[src/rtl/core/wsst_pkg.sv]
// shared types and constants of the weighted sample sum tree
`default_nettype none
package wsst_pkg;

    localparam int IDX_W = 10;
    localparam int WGT_W = 32;
    localparam int RND_W = 32;

    localparam logic KIND_WRITE = 1'b0;
    localparam logic KIND_DRAW  = 1'b1;

    typedef enum logic {
        OP_ADD,
        OP_SUB
    } t_alu_op;

    typedef enum logic [2:0] {
        ST_CLEAR,
        ST_IDLE,
        ST_MUL,
        ST_DN_RD,
        ST_DN_CMP,
        ST_EMIT,
        ST_UP_RD,
        ST_UP_SUM
    } t_state;

endpackage
`default_nettype wire

[src/rtl/core/wsst_alu.sv]
// shared adder / subtractor used for scaling, descent compare and path sums
`default_nettype none
module wsst_alu #(
    parameter int W = 42
) (
    input  wire logic [W-1:0]          i_a,
    input  wire logic [W-1:0]          i_b,
    input  wire wsst_pkg::t_alu_op     i_op,
    output logic      [W:0]            o_res
);

    // top bit is carry on add, borrow on subtract
    always_comb begin
        unique case (i_op)
            wsst_pkg::OP_ADD: o_res = {1'b0, i_a} + {1'b0, i_b};
            wsst_pkg::OP_SUB: o_res = {1'b0, i_a} - {1'b0, i_b};
        endcase
    end

endmodule
`default_nettype wire

[config.mk]
export PLATFORM = sky130hd
export DESIGN_NAME = wsst_alu
export DESIGN_NICKNAME = d
export VERILOG_FILES = /design/src/rtl/core/wsst_pkg.sv /design/src/rtl/core/wsst_alu.sv
export SDC_FILE = /design/constraint.sdc
export NUM_CORES = 1
export LEC_CHECK = 0
export BUFFER_PORTS_ARGS = -buffer_cell sky130_fd_sc_hd__buf_4
export CAP_MARGIN = 20
export CORE_MARGIN = 10
export CORE_UTILIZATION = 57
export DETAILED_ROUTE_END_ITERATION = 12
export PLACE_DENSITY = 0.91
export SETUP_SLACK_MARGIN = 0.05
export SLEW_MARGIN = 20
export SYNTH_ARGS = -nofsm -noshare
export SYNTH_HDL_FRONTEND = slang
export SYNTH_SLANG_ARGS = --single-unit
[constraint.sdc]
create_clock -name vclk -period 10.14
set_clock_uncertainty 0.15 [all_clocks]
set_input_delay 2.028 -clock vclk [all_inputs]
set_output_delay 2.028 -clock vclk [all_outputs]
set_load 0.05 [all_outputs]
# ---- After elaboration in Yosys (flattened, before gate mapping)
# Cells that the tools add are included.
dict set report word_totals {
  reg_bits 0
  out_inout_bits 43
  word_cells 4
}
dict set report classes {
  n_addsub 2
  n_mux 1
  bitwise 1
}
# cell count
set ops {}
lappend ops {{43-bit one-hot mux with 2 select lines} 1}
lappend ops {{42-bit by 42-bit adder with 43-bit output} 1}
lappend ops {{42-bit by 42-bit subtractor with 43-bit output} 1}
lappend ops {{1-bit NOT} 1}

# ---- Depth between registers and ports, before layout
dict set report depth {
  word_depth 2
  depth_mapped 18
  mapped_depth_nobuf 17
}

# ---- Worst setup path before layout
# OpenSTA, ideal clock, no wires.
dict set report synth_timing {
  kind {input -> output}
  from {input port i_b[4]}
  to {output port o_res[37]}
  arrival_time_ns 6.167
  t_required_ns 7.962
  slack_ns 1.795
  stages 15
  path_buffers 1
  cell_sequence {nor4_1 > nand2_1 > nor3_1 > a21oi_1 > xnor2_1 > ha_1 > clkbuf_1 > nand2_1 > or3_1 > o211ai_1 > a21oi_2 > a31oi_2 > a31o_2 > a2111oi_0 > a311oi_1}
}
dict set report synth_between {
  elab_chain_len 2
  word_cells_on_any_way 3
  cone_classes {add/sub (2); mux (1)}
}
# element line
set synth_lines {}
lappend synth_lines {{start, declared} wsst_alu.sv:7} ;# input wire logic [W-1:0] i_b,
lappend synth_lines {{42-bit by 42-bit subtractor with 43-bit output or 42-bit by 42-bit adder with 43-bit output (tied branches)} {wsst_alu.sv:16, wsst_alu.sv:15}}
lappend synth_lines {{43-bit one-hot mux with 2 select lines *} wsst_alu.sv:14} ;# unique case (i_op)
lappend synth_lines {{end, declared} wsst_alu.sv:9} ;# output logic [W:0] o_res
# Mark *: on every way between the ends. The rest lies on a longest branch, timed or not.

# ---- Worst setup path in the final report
# Ends and elaborated chain as after synthesis.

==> impl_metrics.json <==
{
  "status": "complete, no violations",
  "fmax_ghz": 0.117,
  "port_buffers": 128,
  "antenna_cells": 0,
  "worst-path-buf-inv": 2,
  "cts_setup_buffers": 0,
  "synth_nets": 611,
  "antenna_found_initial": 0,
  "synth_cells": 482,
  "cp_common_cell": "buf_4",
  "crit_family": "compound AO/OA/AOI/OAI gates",
  "die_h_um": 96.0,
  "nFlopsAndLatches": 0,
  "p_clk_share_pct": 0,
  "cp.required_ns": 7.96,
  "slew_violations": 0,
  "yosysWarnings": 0,
  "cp.depth": 16,
  "cp_slowest_cell": "nor3_1",
  "drv_cap": 0,
  "fin_nets": 724,
  "cts-resized-gates": 0,
  "setup_viol": 0,
  "slew_headroom_pct": 51.6,
  "grtUsageTotal_pct": 24.3,
  "peakVddDrop_uv": 121,
  "end_kind": "output pin",
  "syn_area_sq_mm": 0.00329,
  "setup_ws_ns": 1.59,
  "viasPerCell": 6.24,
  "switching_power_uw": 413,
  "seq_area_frac_synth_pct": 0,
  "crit_fanout": 6,
  "p_leak_uw": 0.00205,
  "path_cells": "buf_4 > nor4_1 > nand2_1 > nor3_1 > a21oi_1 > xnor2_1 > ha_1 > nand4_1 > or3_1 > o211ai_1 > a21oi_2 > a31oi_2 > a31o_2 > a2111oi_0 > a311oi_1 > buf_4",
  "first_global_vias": 4033,
  "grt_max_degree": 40,
  "ctsHoldBuffers": 0,
  "setup_tns_ns": 0,
  "layout_commonest_cell": "buf_4",
  "ios": 128,
  "startpoint": "i_b[4]",
  "worst_pin_slew_ns": 0.721,
  "rsz0062_at_grt": "false",
  "p_int_uw": 213,
  "finalHoldViolCount": 0,
  "core.rowCount": 27,
  "seq_power_share_pct": 0,
  "ant_nets": 0,
  "final-seq-area_sq_um": 0,
  "drive_gt1_share_pct": 23.8,
  "wl_um": 12100,
  "place.gp.congestion": 0.979,
  "syn_to_final_growth_pct": 29.9,
  "start_util_pct": 59.4,
  "die_w_um": 96.0,
  "synth.distinct_cells": 57,
  "fill_cells": 428,
  "p_comb_share_pct": 100.0,
  "core_area_sq_mm": 0.00554,
  "wl_per_cell_um": 18.2,
  "crit_end": "o_res[37]",
  "finalCritPeriodShare_pct": 84.4,
  "drc": 0,
  "final_cell_mix": "128 x buf_4, 64 x a21oi_1, 59 x xnor2_1",
  "drt_iter0_markers": 335,
  "grt-ovfl-total": 0,
  "avgSynthCellArea_sq_um": 6.83,
  "hp-class": "primary input to output pin",
  "cp-start-kind": "primary input",
  "slowest_delay_ns": 0.45,
  "num_vias": 4150,
  "crit_type": "primary input to output pin",
  "place_ws_ns": 1.70,
  "grt_pass1_wl_um": 18900,
  "p_per_area_mw_per_mm2": 146,
  "worstPathArrival_ns": 6.38,
  "n_clock_buffer": 0,
  "dr.pass1.iters": 5,
  "dp_hpwl_um": 10400,
  "dieArea_sq_mm": 0.00922,
  "period_needed_ns": 8.55,
  "switching_share_pct": 66.0
}
==> cells by family (layout without fill, tap and decap cells) <==
group	Yosys count	in the layout	share of synthesized area, %
compound gates	174	174	34.4
simple gates	143	143	22.3
xor+xnor	78	78	20.7
fa+ha+maj	44	44	16.9
buf+inv	40	151	4.67
mux	3	3	0.912
==> cells in the mapped netlist (3+ instances only) <==
library cell / instances / area [sq um]
a31oi_1: 13 / 81.3
inv_1: 23 / 86.3
and3_1: 6 / 37.5
o22ai_1: 3 / 18.8
mux2i_1: 3 / 30.0
nand2_1: 37 / 139
o311a_1: 3 / 30.0
a211oi_1: 3 / 22.5
or2_2: 3 / 18.8
xor2_1: 19 / 166
nand2b_1: 3 / 18.8
clkbuf_1: 15 / 56.3
nand4_1: 7 / 43.8
nor2b_1: 5 / 31.3
a21o_1: 28 / 210
o211ai_1: 3 / 22.5
o21a_1: 5 / 37.5
o31ai_1: 4 / 30.0
nor4_1: 3 / 18.8
a21oi_1: 64 / 320
o21bai_1: 10 / 75.1
nand3_1: 13 / 65.1
nor3_1: 16 / 80.1
nor2_1: 39 / 146
a221oi_1: 3 / 26.3
o21ai_1: 4 / 20.0
o21ai_0: 13 / 65.1
xnor2_1: 59 / 517
ha_1: 43 / 538
==> metal layers <==
layer | wire (um) | track usage [%]
met5 | 0 | 0
met4 | 203 | 4.42
met3 | 1120 | 4.36
met2 | 5910 | 43.1
met1 | 4860 | 29.8
==> power by group through the flow <==
stage | registers [uW] | logic (uW) | clock network (uW)
after floorplan | 0 | 440 | 0
after global placement | 0 | 612 | 0
after detailed placement | 0 | 621 | 0
after CTS | 0 | 623 | 0
after global routing | 0 | 663 | 0
final | 0 | 626 | 0
==> tightest hold or removal path, delay by kind of cell <==
| kind | cells | cell delay (ns) |
|---|---|---|
| adders and majority gates | 1 | 0.11 |
| buffers and inverters | 3 | 0.32 |
==> metrics by stage <==
stage / hold slack [ns] / cells / utilization (%) / total power [uW] / cell area, sq um
floorplan: 4.19 / 482 / - / 440 / 3290
global placement: 4.32 / 665 / 77.2 / 612 / 4280
detailed placement: 4.34 / 665 / 77.2 / 621 / 4280
CTS: 4.34 / 665 / 77.2 / 623 / 4280
global route: 4.38 / 665 / 77.2 / 663 / 4280
finish: 4.34 / 665 / 77.2 / 626 / 4280
==> how the worst min path moves through the flow <==
stage,endpoint,start,slack [ns],cells after the start
6_report,o_res[0],i_b[0],4.34,4
2_1_floorplan,o_res[0],i_b[0],4.19,2
3_5_place_dp,o_res[0],i_b[0],4.34,4
4_1_cts,o_res[0],i_b[0],4.34,4
3_3_place_gp,o_res[0],i_b[0],4.32,4
5_1_grt,o_res[0],i_b[0],4.38,4
==> layout make-up <==
cell class | instances | area [sq um] | share of cell area (%)
inverters | 23 | 86.3 | 2.02
multi-input cells | 442 | 3140 | 73.4
well taps | 72 | 90.1 | 2.11
repair buffers | 128 | 961 | 22.5
Note: power is estimated with default switching activity, not from simulation.
